==> config.mk <==
export PLATFORM = sky130hd
export DESIGN_NAME = websocket_frame_header_parser_core
export DESIGN_NICKNAME = d
export VERILOG_FILES = /design/src/hdl/wsfhp_pkg.sv /design/src/hdl/wsfhp_in_reg.sv /design/src/hdl/wsfhp_decode.sv /design/src/hdl/wsfhp_out_reg.sv /design/src/hdl/websocket_frame_header_parser_core.sv
export VERILOG_INCLUDE_DIRS = /design/src /design/src/hdl
export SDC_FILE = /design/constraint.sdc
export NUM_CORES = 1
export LEC_CHECK = 0
export ABC_AREA = 1
export BUFFER_PORTS_ARGS = -buffer_cell sky130_fd_sc_hd__buf_4
export CAP_MARGIN = 15
export CELL_PAD_IN_SITES_DETAIL_PLACEMENT = 1
export CELL_PAD_IN_SITES_GLOBAL_PLACEMENT = 1
export CORE_MARGIN = 2
export CORE_UTILIZATION = 44
export DETAILED_ROUTE_END_ITERATION = 6
export GPL_ROUTABILITY_DRIVEN = 0
export PLACE_DENSITY = 0.79
export SYNTH_ARGS = -nofsm -noshare
export SYNTH_HDL_FRONTEND = slang
export SYNTH_SLANG_ARGS = --single-unit
==> constraint.sdc <==
create_clock -name i_clk -period 7 [get_ports i_clk]
set_clock_uncertainty 0.1 [all_clocks]
set_input_delay 1.05 -clock i_clk [delete_from_list [all_inputs] [get_ports i_clk]]
set_output_delay 1.05 -clock i_clk [all_outputs]
set_load 0.01 [all_outputs]
==> src/hdl/websocket_frame_header_parser_core_assert.svh <==
// Assertion macros for the header parser modules; used by the decode stage.
// Depends on nothing; included by modules that carry assertions.
`ifndef WEBSOCKET_FRAME_HEADER_PARSER_CORE_ASSERT_SVH
`define WEBSOCKET_FRAME_HEADER_PARSER_CORE_ASSERT_SVH

// Same-cycle implication, disabled while reset is asserted.
`define WSFHP_ASSERT_IMP(label, clk, rst_n, ante, cons, msg) \
    label: assert property (@(posedge clk) disable iff (!(rst_n)) (ante) |-> (cons)) \
        else $error(msg);

// Next-cycle implication, disabled while reset is asserted.
`define WSFHP_ASSERT_NXT(label, clk, rst_n, ante, cons, msg) \
    label: assert property (@(posedge clk) disable iff (!(rst_n)) (ante) |=> (cons)) \
        else $error(msg);

`endif

==> src/hdl/wsfhp_pkg.sv <==
// Package for the WebSocket frame header parser: field constants, opcodes,
// the result struct and the opcode check. Depends on nothing.
package wsfhp_pkg;

    localparam int unsigned BYTE_W    = 8;
    localparam int unsigned IDX_W     = 4;
    localparam int unsigned LEN_W     = 64;
    localparam int unsigned KEY_W     = 32;
    localparam int unsigned OPCODE_W  = 4;
    localparam int unsigned LCODE_W   = 7;

    localparam logic [LCODE_W-1:0] LEN_CODE_16 = 7'd126;
    localparam logic [LCODE_W-1:0] LEN_CODE_64 = 7'd127;

    localparam logic [IDX_W-1:0] BASE_HDR_BYTES = 4'd2;
    localparam logic [IDX_W-1:0] EXT16_BYTES    = 4'd2;
    localparam logic [IDX_W-1:0] EXT64_BYTES    = 4'd8;
    localparam logic [IDX_W-1:0] KEY_BYTES      = 4'd4;

    localparam logic [IDX_W-1:0] IDX_FIRST  = 4'd0;
    localparam logic [IDX_W-1:0] IDX_SECOND = 4'd1;
    localparam logic [IDX_W-1:0] IDX_EXT    = 4'd2;
    localparam logic [IDX_W-1:0] IDX_LAST   = 4'd13;

    localparam logic [OPCODE_W-1:0] OP_CONT  = 4'h0;
    localparam logic [OPCODE_W-1:0] OP_TEXT  = 4'h1;
    localparam logic [OPCODE_W-1:0] OP_BIN   = 4'h2;
    localparam logic [OPCODE_W-1:0] OP_CLOSE = 4'h8;
    localparam logic [OPCODE_W-1:0] OP_PING  = 4'h9;
    localparam logic [OPCODE_W-1:0] OP_PONG  = 4'hA;

    localparam logic STATUS_OK        = 1'b0;
    localparam logic STATUS_MALFORMED = 1'b1;

    typedef struct packed {
        logic                status;
        logic                fin;
        logic [OPCODE_W-1:0] opcode;
        logic                masked;
        logic [LEN_W-1:0]    frame_len;
        logic [KEY_W-1:0]    masking_key;
        logic [IDX_W-1:0]    header_len;
    } t_hdr_result;

    function automatic logic opcode_known(input logic [OPCODE_W-1:0] op);
        logic known;
        case (op) inside
            OP_CONT, OP_TEXT, OP_BIN, OP_CLOSE, OP_PING, OP_PONG: known = 1'b1;
            default: known = 1'b0;
        endcase
        return known;
    endfunction

endpackage

==> src/hdl/wsfhp_in_reg.sv <==
// Input register of the header parser: holds one received byte.
// Depends on wsfhp_pkg.
module wsfhp_in_reg
    import wsfhp_pkg::*;
(
    input  logic              i_clk,
    input  logic              i_rst_n,
    input  logic              i_valid,
    output logic              o_ready,
    input  logic [BYTE_W-1:0] i_data_byte,
    output logic              o_valid,
    output logic [BYTE_W-1:0] o_byte,
    input  logic              i_ready
);

    logic              r_valid;
    logic [BYTE_W-1:0] r_byte;

    // The register reloads whenever it is empty or its byte is taken.
    assign o_ready = !r_valid || i_ready;

    always_ff @(posedge i_clk) begin
        if (!i_rst_n) begin
            r_valid <= 1'b0;
        end else if (o_ready) begin
            r_valid <= i_valid;
        end
    end

    always_ff @(posedge i_clk) begin
        if (o_ready && i_valid) begin
            r_byte <= i_data_byte;
        end
    end

    assign o_valid = r_valid;
    assign o_byte  = r_byte;

endmodule

==> src/hdl/wsfhp_decode.sv <==
// Header decode stage: byte counter, first two bytes and the length and key
// accumulators. Depends on wsfhp_pkg and the assertion macro header.
`include "websocket_frame_header_parser_core_assert.svh"
module wsfhp_decode
    import wsfhp_pkg::*;
(
    input  logic              i_clk,
    input  logic              i_rst_n,
    input  logic              i_valid,
    output logic              o_ready,
    input  logic [BYTE_W-1:0] i_byte,
    output logic              o_res_valid,
    output t_hdr_result       o_res,
    input  logic              i_res_ready
);

    logic [IDX_W-1:0]   r_idx;
    logic [BYTE_W-1:0]  r_first;
    logic [LCODE_W-1:0] r_lcode;
    logic               r_mask;
    logic [LEN_W-1:0]   r_len;
    logic [KEY_W-1:0]   r_key;

    logic [IDX_W-1:0]   n_idx;
    logic [BYTE_W-1:0]  n_first;
    logic [LCODE_W-1:0] n_lcode;
    logic               n_mask;
    logic [LEN_W-1:0]   n_len;
    logic [KEY_W-1:0]   n_key;

    logic               fire;
    logic               emit;
    logic [IDX_W-1:0]   ext_bytes;
    logic [IDX_W-1:0]   total_len;
    logic [IDX_W-1:0]   idx_inc;

    // A byte is consumed only when the result register can take a result.
    assign o_ready = i_res_ready;
    assign fire    = i_valid && i_res_ready;
    assign idx_inc = r_idx + 4'd1;

    always_comb begin
        n_idx     = r_idx;
        n_first   = r_first;
        n_lcode   = r_lcode;
        n_mask    = r_mask;
        n_len     = r_len;
        n_key     = r_key;
        emit      = 1'b0;
        ext_bytes = '0;
        total_len = '0;
        case (r_idx)
            IDX_FIRST: begin
                n_first = i_byte;
                n_lcode = '0;
                n_mask  = 1'b0;
                n_len   = '0;
                n_key   = '0;
                n_idx   = IDX_SECOND;
            end
            IDX_SECOND: begin
                n_lcode = i_byte[LCODE_W-1:0];
                n_mask  = i_byte[BYTE_W-1];
            end
            default: begin
            end
        endcase

        // Header length follows from the length code and mask flag in force.
        if (n_lcode == LEN_CODE_16) begin
            ext_bytes = EXT16_BYTES;
        end else if (n_lcode == LEN_CODE_64) begin
            ext_bytes = EXT64_BYTES;
        end
        total_len = BASE_HDR_BYTES + ext_bytes + (n_mask ? KEY_BYTES : '0);

        if (r_idx == IDX_SECOND) begin
            n_len = (ext_bytes == '0) ? {{(LEN_W-LCODE_W){1'b0}}, n_lcode} : '0;
            if (total_len == BASE_HDR_BYTES) begin
                emit  = 1'b1;
                n_idx = IDX_FIRST;
            end else begin
                n_idx = IDX_EXT;
            end
        end else if (r_idx != IDX_FIRST) begin
            if (r_idx < BASE_HDR_BYTES + ext_bytes) begin
                n_len = {r_len[LEN_W-BYTE_W-1:0], i_byte};
            end else begin
                n_key = {r_key[KEY_W-BYTE_W-1:0], i_byte};
            end
            if (idx_inc >= total_len) begin
                emit  = 1'b1;
                n_idx = IDX_FIRST;
            end else begin
                n_idx = idx_inc;
            end
        end
    end

    always_ff @(posedge i_clk) begin
        if (!i_rst_n) begin
            r_idx   <= IDX_FIRST;
            r_first <= '0;
            r_lcode <= '0;
            r_mask  <= 1'b0;
            r_len   <= '0;
            r_key   <= '0;
        end else if (fire) begin
            r_idx   <= n_idx;
            r_first <= n_first;
            r_lcode <= n_lcode;
            r_mask  <= n_mask;
            r_len   <= n_len;
            r_key   <= n_key;
        end
    end

    assign o_res_valid        = fire && emit;
    assign o_res.status       = ((n_first[6:4] != 3'b000) || !opcode_known(n_first[3:0]))
                                ? STATUS_MALFORMED : STATUS_OK;
    assign o_res.fin          = n_first[BYTE_W-1];
    assign o_res.opcode       = n_first[OPCODE_W-1:0];
    assign o_res.masked       = n_mask;
    assign o_res.frame_len    = n_len;
    assign o_res.masking_key  = n_mask ? n_key : '0;
    assign o_res.header_len   = total_len;

    `WSFHP_ASSERT_IMP(a_idx_range, i_clk, i_rst_n, 1'b1, r_idx <= IDX_LAST,
        "byte counter past the longest header")
    `WSFHP_ASSERT_IMP(a_len_matches_count, i_clk, i_rst_n, o_res_valid,
        o_res.header_len == idx_inc, "header length differs from bytes consumed")
    `WSFHP_ASSERT_NXT(a_restart_after_emit, i_clk, i_rst_n, o_res_valid,
        r_idx == IDX_FIRST, "counter did not restart after a complete header")
    `WSFHP_ASSERT_IMP(a_key_zero_unmasked, i_clk, i_rst_n, o_res_valid && !o_res.masked,
        o_res.masking_key == '0, "key nonzero on an unmasked header")

endmodule

==> src/hdl/wsfhp_out_reg.sv <==
// Result register of the header parser: holds one decoded header result.
// Depends on wsfhp_pkg.
module wsfhp_out_reg
    import wsfhp_pkg::*;
(
    input  logic        i_clk,
    input  logic        i_rst_n,
    input  logic        i_valid,
    output logic        o_ready,
    input  t_hdr_result i_res,
    output logic        o_valid,
    output t_hdr_result o_res,
    input  logic        i_ready
);

    logic        r_valid;
    t_hdr_result r_res;

    assign o_ready = !r_valid || i_ready;

    always_ff @(posedge i_clk) begin
        if (!i_rst_n) begin
            r_valid <= 1'b0;
        end else if (o_ready) begin
            r_valid <= i_valid;
        end
    end

    always_ff @(posedge i_clk) begin
        if (o_ready && i_valid) begin
            r_res <= i_res;
        end
    end

    assign o_valid = r_valid;
    assign o_res   = r_res;

endmodule

==> src/hdl/websocket_frame_header_parser_core.sv <==
// The last header byte is held in the input register, then decoded, and the header result is
// registered in the result register, from which the receiver takes it.
// Throughput: one header byte per cycle while no result waits; while a result waits, at most one
// more byte enters the input register and o_ready then stays low until the result leaves.
// Reset (i_rst_n low, synchronous) empties both registers and points the parser at byte 0.
// A header is 2, 4 or 10 bytes plus 4 key bytes when masked; depends on wsfhp_pkg.
module websocket_frame_header_parser_core
    import wsfhp_pkg::*;
(
    input  logic                i_clk,
    input  logic                i_rst_n,
    // Byte channel, one header byte per item, in wire order.
    input  logic                i_valid,
    output logic                o_ready,
    input  logic [BYTE_W-1:0]   i_data_byte,
    // Result channel, one item per complete header.
    output logic                o_valid,
    input  logic                i_ready,
    output logic                o_status,
    output logic                o_fin,
    output logic [OPCODE_W-1:0] o_opcode,
    output logic                o_masked,
    output logic [LEN_W-1:0]    o_frame_len,
    output logic [KEY_W-1:0]    o_masking_key,
    output logic [IDX_W-1:0]    o_header_len
);

    // Byte held in the input register and its handshake toward the decoder.
    logic              byte_valid;
    logic              byte_ready;
    logic [BYTE_W-1:0] byte_data;

    // Decoded result and its handshake toward the output register.
    logic              dec_valid;
    logic              dec_ready;
    t_hdr_result       dec_res;
    t_hdr_result       out_res;

    // The input register holds one byte for the decoder; its ready is high when it is
    // empty or when the decoder takes its byte in the same cycle.
    wsfhp_in_reg u_in_reg (
        .i_clk       (i_clk),
        .i_rst_n     (i_rst_n),
        .i_valid     (i_valid),
        .o_ready     (o_ready),
        .i_data_byte (i_data_byte),
        .o_valid     (byte_valid),
        .o_byte      (byte_data),
        .i_ready     (byte_ready)
    );

    // The decoder consumes one byte per cycle whenever the result register has
    // room; bytes that do not finish a header produce no result item.
    wsfhp_decode u_decode (
        .i_clk       (i_clk),
        .i_rst_n     (i_rst_n),
        .i_valid     (byte_valid),
        .o_ready     (byte_ready),
        .i_byte      (byte_data),
        .o_res_valid (dec_valid),
        .o_res       (dec_res),
        .i_res_ready (dec_ready)
    );

    // The result register holds a finished header until the receiver takes it; no
    // byte is decoded while it is full and the receiver is not ready.
    wsfhp_out_reg u_out_reg (
        .i_clk   (i_clk),
        .i_rst_n (i_rst_n),
        .i_valid (dec_valid),
        .o_ready (dec_ready),
        .i_res   (dec_res),
        .o_valid (o_valid),
        .o_res   (out_res),
        .i_ready (i_ready)
    );

    assign o_status      = out_res.status;
    assign o_fin         = out_res.fin;
    assign o_opcode      = out_res.opcode;
    assign o_masked      = out_res.masked;
    assign o_frame_len   = out_res.frame_len;
    assign o_masking_key = out_res.masking_key;
    assign o_header_len  = out_res.header_len;

endmodule
==> summary.md, run 1 <==
| Metric | Value |
|---|---|
| Wire per inst | `roughly 17 um` |
| Largest family of logic cells by synthesized area | `simple AND/OR/NAND/NOR gates` |
| Clock share of power | `41.0%` |
| Post-DP HPWL | `between 15 and 20 mm` |
| Slew Viols, Final | `0` |
| FF+latch count, synth | `232` |
| Status | `completed` |
| R2R Path End | `u_out_reg.o_res[40]$_DFFE_PP_` |
| Post-placement cell count | `between 1,500 and 2,000` |
| Slew @ Worst Pin | `1.07 ns` |
| GR Overflow Total | `0` |
| Clock root buffer | `clkbuf_16` |
| TritonCTS Buffers | `26` |
| Post-synthesis xor/xnor area fraction | `less than 1%` |
| Final hold vios | `0` |
| Post-Synth Adder-Cell Area | `less than 1%` |
| Initial antenna violation count | `0` |
| Largest net degree at the start of global routing | `about 100` |
| Switching power | `approximately 870 uW` |
| DRT Wirelength | `around 29 mm` |
| Static Leak | `6.01 nW` |
| Final WS setup | `roughly 2.1 ns` |
| Layout cell share with drive strength beyond 1 | `about 18%` |
| Power per standard cell area | `about 260 nW/um^2` |
| CTS Sinks | `approximately 230` |
| PostCTS Resize Cnt | `0` |
| Die area | `about 26,000 um^2` |
| Synth area leader | `edfxtp_1` |
| Synth top area cells | `edfxtp_1 (32%), dfxtp_1 (22%), nand3_1 (8.9%)` |
| Synth Area in Simple Gates | `~23%` |
| Yosys warning count | `0` |
| FF-to-FF path depth | `20` |
| Leading cell types by count after synthesis | `nand2_1 (244), inv_1 (234), nand3_1 (193)` |
| DR iter-0 viols | `approximately 490` |
| Horiz. Die Dim | `around 160 um` |
| Pre-CTS setup slack | `about 2.2 ns` |
| Post-route minimum period | `approximately 5 ns` |
| Finished Core Util | `52.5%` |
| CP Launch Type | `register` |
| Area Overhead vs Synth | `17.3%` |
| Post-CTS Hold Fix Bufs | `0` |
| Max Fclk | `between 200 and 250 MHz` |
| Count of final setup violators | `0` |
| Synthesized area | `roughly 11,000 um^2` |
| # IOs | `121` |
| CP Capture Type | `register` |
| Vias post-DR | `about 9,000` |
| Clock-pin slew on the worst setup and hold paths | `about 0.060 ns` |
| Arr. time, crit path | `between 4 and 5 ns` |
| Sequential share of the synthesized area | `a little over half` |
| Final std cells w/o fill | `1,722` |
| GRT Util Overall | `~22%` |
| RSZ-0062 raised after global routing | `false` |
| Most frequent cell after synthesis | `nand2_1` |
| Vias per inst | `around 5.2` |
| Initial Util | `44.7%` |
| R2R setup slack | `around 2.1 ns` |
| Vias in the first global route | `between 9,000 and 10,000` |
| Number of max-cap violations | `0` |
| TritonRoute pass-1 iters | `5` |
| Nets | `1,397` |
| Die Ht | `161 um` |
| Multi-input gate area | `3770 um^2` |
| H-tree depth | `1` |
| Synth top area share | `between 30% and 40%` |
| EDFF count, synth | `114` |
| Row count | `between 50 and 60` |
| Longest Clk Path Bufs | `3` |
| Internal | `about 2.4 mW` |
| Register area | `5790 um^2` |
| Switching fraction of total power | `a little over a quarter` |
| Post-CTS Setup Inserts | `0` |
| Crit path capture | `u_out_reg.o_res[40]$_DFFE_PP_` |
| TritonCTS clock tree | `built` |
| Setup tns final | `0 ns` |
| Core footprint | `24,200 um^2` |
| CP Launch Point | `u_decode.r_idx[0]$_SDFFE_PN0P_` |
| Synth Flop Type | `dfxtp_1` |
| Reg-to-Reg Start | `u_decode.r_idx[0]$_SDFFE_PN0P_` |
| Combinational share of power | `12.4%` |
| Post-synth cell types | `31` |
| Compound-Gate Fraction of Synth Area | `~11%` |
| First-pass GRT wire length | `approximately 47 mm` |
| Cells after synthesis | `1,304` |
| Mux share of post-synthesis cell area | `0%` |
| Worst EP required | `7.10 ns` |
| Sequential Power Share | `46.6%` |
| Antenna viol nets, final | `0` |
| Setup CP Type | `register to register` |
| Mean Syn Cell Area | `between 8 and 9 um^2` |
| Fin crit share | `69.3%` |
| Residual DRC | `0` |
| Number of fill cells | `a little under 3,000` |
| Worst skew pair latency | `roughly 0.54 ns` |
| Port Buf Inserts | `roughly 120` |
| Ys async rst share | `0%` |
| Max-slew headroom | `between 20% and 30%` |
| Worst hold path type | `register to register` |
| Worst IR Drop VDD | `roughly 0.15 mV` |
| Antenna diodes | `0` |
| CP max FO | `59` |
| Synthesized Nets | `around 1,300` |
power groups by stage:
stage          clock (mW)  sequential [mW]  combinational (mW)
3_3_place_gp            0             1.55               0.389
3_5_place_dp            0             1.55               0.402
4_1_cts              1.37             1.53               0.405
5_1_grt              1.42             1.53               0.458
2_1_floorplan           0             1.56               0.284
6_report             1.34             1.53               0.406
placed cells by master, fill, tap and decap left out, drive strengths merged, types with 2 or more instances in the layout:
cell | netlist | routed
edfxtp | 114 | 114
nand2 | 266 | 266
o211ai | 4 | 4
buf | 32 | 131
bufinv | 0 | 2
xor2 | 2 | 2
clkinv | 1 | 12
nor2 | 28 | 28
nand3 | 220 | 220
inv | 236 | 236
a21oi | 138 | 138
clkbuf | 53 | 34
dfxtp | 118 | 118
ha | 7 | 7
o21ai | 79 | 79
layout make-up:
cell class                      instances  area share [%]
Clock inverter                         14            1.05
Tap cell                              324            3.19
Clock buffer                           34            5.59
Timing Repair Buffer                  131            7.99
Sequential cell                       232            45.5
Inverter                              237            7.05
Multi-Input combinational cell        750            29.6
metrics by stage:
step	power, mW	instance area [um^2]	hold slack [ns]
global placement	1.94	11800	0.377
CTS	3.31	12700	0.408
detailed placement	1.96	11800	0.392
global route	3.41	12700	0.449
floorplan	1.84	10800	0.362
finish	3.28	12700	0.407
worst min path at each step:
stage          depth (start not counted)                                to                        startpoint  slack (ns)
3_5_place_dp                           2      u_decode.r_mask$_SDFFE_PN0P_      u_decode.r_mask$_SDFFE_PN0P_        0.39
6_report                               2      u_decode.r_mask$_SDFFE_PN0P_      u_decode.r_mask$_SDFFE_PN0P_        0.41
5_1_grt                                2  u_decode.r_lcode[5]$_SDFFE_PN0P_  u_decode.r_lcode[5]$_SDFFE_PN0P_        0.45
2_1_floorplan                          2  u_decode.r_first[6]$_SDFFE_PN0P_  u_decode.r_first[6]$_SDFFE_PN0P_        0.36
3_3_place_gp                           2  u_decode.r_first[6]$_SDFFE_PN0P_  u_decode.r_first[6]$_SDFFE_PN0P_        0.38
4_1_cts                                2      u_decode.r_mask$_SDFFE_PN0P_      u_decode.r_mask$_SDFFE_PN0P_        0.41
critical path, stage by stage, from the launching register on:
cell and delay, ns:
dfxtp_1 0.44, inv_1 0.08, ha_1 0.26, o21ai_4 0.52
buf_4 0.48, nand2_1 0.10, nand2_1 0.10, nand2_1 0.08
nor2_4 0.13, nand2_2 0.10, nand2_1 0.07, nand2_1 0.07
ha_1 0.28, a21oi_1 0.07, or2_2 0.29, nand2_1 0.08
nand3_1 0.09, nand2_1 0.10, nand2_1 0.11, inv_4 0.55
buf_12 0.38
logic make-up after synthesis:
| group | after synthesis |
|---|---|
| AND/OR/NAND/NOR | 517 |
| buffers and inverters | 322 |
| flip-flops | 232 |
| AO/OA/AOI/OAI | 223 |
| adder cells (fa/ha/maj) | 7 |
| XOR/XNOR | 2 |
| other | 1 |
state kept, by name, summed over array words and instances (netlist names):
signal             count
u_decode.r_lcode       7
u_decode.r_len        64
u_decode.r_key        32
u_out_reg.o_valid      1
u_in_reg.o_byte        8
u_decode.r_first       8
u_decode.r_mask        1
u_out_reg.o_res      106
u_in_reg.o_valid       1
u_decode.r_idx         4
metal layers:
metal  share of wire [%]  routed length [um]  vias up  track usage [%]
li1                    -                   -     4364                -
met1                  44               12900     4342             29.1
met2                  49               14300      182             38.4
met3                 3.8                1100       51             3.05
met4                 2.3                 661        0             6.05
met5                   0                   0        -                0
(Power assumes the default switching activity.)
==> inputs of run 2 (changes only) <==
- ABC_AREA: 1 -> 0
- CORE_UTILIZATION: 44 -> 46
- clock period: 7 -> 4.58 ns (I/O delays scaled with it)
==> run 2 against run 1 <==
Routed wire length is 7.4% lower. Via count is 15% lower. Clock power is 35% higher. Critical path type unchanged. Critical endpoint is now u_out_reg.o_res[78]$_DFFE_PP_.
==> summary.md, run 2 <==
| Metric | Value |
|---|---|
| Status | `completed` |
| Yosys warning count | `0` |
| Cells after synthesis | `859` |
| Worst EP required | `about 4.7 ns` |
| Number of max-cap violations | `0` |
| CTS Sinks | `around 230` |
| Initial antenna violation count | `0` |
| Worst hold path type | `input port to register` |
| CP Launch Point | `u_decode.r_idx[1]$_SDFFE_PN0P_` |
| Max FFs per register | `106` |
| CP Capture Type | `register` |
| Final hold vios | `0` |
| Pre-CTS setup slack | `0.224 ns` |
| CP Launch Type | `register` |
| Slowest-stage cell, CP | `nor3b_4` |
| Static Leak | `~4.1 nW` |
| Die area | `around 22,000 um^2` |
| Post-CTS Setup Inserts | `0` |
| Fin crit share | `a little over 90%` |
| R2R Path End | `u_out_reg.o_res[78]$_DFFE_PP_` |
| Finished Core Util | `between 50% and 60%` |
| Post-CTS Hold Fix Bufs | `0` |
| Residual DRC | `0` |
| Longest Clk Path Bufs | `3` |
| Ys async rst share | `0%` |
| DRT Wirelength | `roughly 27 mm` |
| Cells along the critical path | `inv_2 -> ha_4 -> nor3b_4 -> buf_4 -> nand2_1 -> a22oi_2 -> nand3_2 -> or2_4 -> xnor2_1 -> ha_1 -> a21o_1 -> nor2_1 -> a31oi_2 -> nor2_2 -> o41ai_4 -> buf_12 -> buf_12` |
| RSZ-0062 raised after global routing | `false` |
| Max-slew headroom | `~52%` |
| Slew @ Worst Pin | `a little over 0.7 ns` |
| Synth Flop Type | `dfxtp_1` |
| Most frequent cell after synthesis | `dfxtp_1` |
| GR Overflow Total | `0` |
| Row count | `52` |
| TritonCTS Buffers | `23` |
| Synth area leader | `edfxtp_1` |
| Synth Area in Simple Gates | `9.32%` |
| FF-to-FF path depth | `17` |
| Post-DP HPWL | `around 17 mm` |
| Port Buf Inserts | `roughly 120` |
| Most frequent cells in the layout | `buf_4 (151), dfxtp_1 (116), edfxtp_1 (114), a22o_1 (103), a21oi_1 (101)` |
| Vias per inst | `~6.1` |
| Core footprint | `approximately 20,000 um^2` |
| Largest net degree at the start of global routing | `65` |
| Slew Viols, Final | `0` |
| Nets | `roughly 980` |
| Worst skew pair latency | `approximately 0.51 ns` |
| Reg-to-Reg Start | `u_decode.r_idx[1]$_SDFFE_PN0P_` |
| Synth top area cells | `edfxtp_1 (36%), dfxtp_1 (25%), a22o_1 (9.4%)` |
| Synthesized area | `9570 um^2` |
| Crit path capture | `u_out_reg.o_res[78]$_DFFE_PP_` |
| Wire per inst | `approximately 21 um` |
| Clock root buffer | `clkbuf_16` |
| Horiz. Die Dim | `between 100 and 150 um` |
| Post-synth cell types | `56` |
| Power per standard cell area | `roughly 380 nW/um^2` |
| Initial Util | `47.2%` |
| Final WS setup | `0.349 ns` |
| Antenna viol nets, final | `0` |
| Mean Syn Cell Area | `11.1 um^2` |
| FF+latch count, synth | `roughly 230` |
| Sequential share of the synthesized area | `~60%` |
| Count of final setup violators | `0` |
| GRT Util Overall | `~24%` |
| Setup CP Type | `register to register` |
| Compound-Gate Fraction of Synth Area | `approximately a quarter` |
| Die Ht | `~150 um` |
| EDFF count, synth | `between 100 and 150` |
| Mux share of post-synthesis cell area | `0.314%` |
| CP most frequent cell | `buf_12` |
| Synthesized Nets | `878` |
| PostCTS Resize Cnt | `0` |
| Leading cell types by count after synthesis | `dfxtp_1 (118), edfxtp_1 (114), a21oi_1 (103), a22o_1 (103), nand3_1 (96)` |
| First-pass GRT wire length | `around 43 mm` |
| Antenna diodes | `0` |
| DR iter-0 viols | `839` |
| Vias post-DR | `7,618` |
| Max Fclk | `~240 MHz` |
| Worst IR Drop VDD | `between 0.2 and 0.3 mV` |
| CP max FO | `34` |
| Synth top area share | `between 30% and 40%` |
| Slowest cell delay on critical path | `around 0.36 ns` |
| Arr. time, crit path | `4.33 ns` |
| Post-Synth Adder-Cell Area | `0.915%` |
| Commonest non-fill, non-tap cell in the layout | `buf_4` |
| Vias in the first global route | `between 7,000 and 8,000` |
| Post-synthesis xor/xnor area fraction | `less than 1%` |
| TritonRoute pass-1 iters | `4` |
| Area Overhead vs Synth | `22.2%` |
| TritonCTS clock tree | `built` |
| Largest family of logic cells by synthesized area | `compound AO/OA/AOI/OAI gates` |
| Post-route minimum period | `roughly 4.2 ns` |
| H-tree depth | `1` |
| Clock-pin slew on the worst setup and hold paths | `roughly 0.070 ns` |
| # IOs | `121` |
| Layout cell share with drive strength beyond 1 | `a little under a quarter` |
| R2R setup slack | `0.35 ns` |
==> run 2: area by class of cell <==
type | instances | area [um^2]
Inverter | 10 | 37.5
Clock buffer | 37 | 693
Fill cell | 2131 | 8600
Timing Repair Buffer | 161 | 1330
Multi-Input combinational cell | 536 | 3480
Sequential cell | 232 | 5790
Clock inverter | 5 | 28.8
Tap cell | 270 | 338
==> run 2: logic make-up (layout without fill, tap and decap cells) <==
kind of cell / count (synthesis) / count (layout)
buf+inv: 91 / 213
compound gates: 342 / 342
other cells: 1 / 1
simple gates: 179 / 179
xor+xnor: 4 / 4
fa+ha+maj: 7 / 7
flops: 232 / 232
mux: 3 / 3
==> run 2: power by group <==
group	switching [mW]	internal [mW]	total, mW	leakage [nW]
Clock	0.777	1.04	1.81	0.359
Sequential	0.0296	2.21	2.24	2.03
Combinational	0.230	0.107	0.337	1.68
Total	1.04	3.35	4.39	4.08
==> run 2: critical path, delay by kind of cell, from the launching register on <==
family | cells | cell delay [ns]
and+or+nand+nor | 6 | 1.08
AOI/OAI and AO/OA | 4 | 0.94
buffers and inverters | 4 | 0.82
adders and majority gates | 2 | 0.45
DFF | 1 | 0.35
xor gates and xnor gates | 1 | 0.15
==> run 2: worst min path at each step <==
stage                                startpoint  slack, ns  cells past startpoint                                to
3_5_place_dp   u_decode.r_first[4]$_SDFFE_PN0P_       0.35                      2  u_decode.r_first[4]$_SDFFE_PN0P_
2_1_floorplan   u_decode.r_len[56]$_SDFFE_PN0P_       0.34                      1   u_decode.r_len[56]$_SDFFE_PN0P_
6_report                         i_data_byte[7]       0.25                      1      u_in_reg.o_byte[7]$_DFFE_PP_
3_3_place_gp   u_decode.r_first[3]$_SDFFE_PN0P_       0.35                      2  u_decode.r_first[3]$_SDFFE_PN0P_
5_1_grt                          i_data_byte[7]       0.23                      1      u_in_reg.o_byte[7]$_DFFE_PP_
4_1_cts                          i_data_byte[7]       0.24                      1      u_in_reg.o_byte[7]$_DFFE_PP_
==> run 2: metrics by stage <==
step	total power, mW	hold WS [ns]	setup TNS [ns]	instance area (um^2)	cells
2_1_floorplan	2.48	0.336	-232.15	9640	859
3_3_place_gp	2.61	0.346	0	10900	1205
3_5_place_dp	2.61	0.354	0	10900	1205
4_1_cts	4.41	0.236	0	11700	1247
5_1_grt	4.52	0.232	0	11700	1251
6_report	4.39	0.249	0	11700	1251
==> run 2: layer usage <==
layer / track usage [%] / part of all wire [%] / wire, um / up-vias
met4: 6.76 / 2.4 / 633 / 0
li1: - / - / - / 3514
met1: 34.3 / 45 / 12000 / 3848
met5: 0 / 0 / 0 / -
met2: 38.8 / 48 / 13000 / 212
met3: 2.94 / 4.6 / 1230 / 44
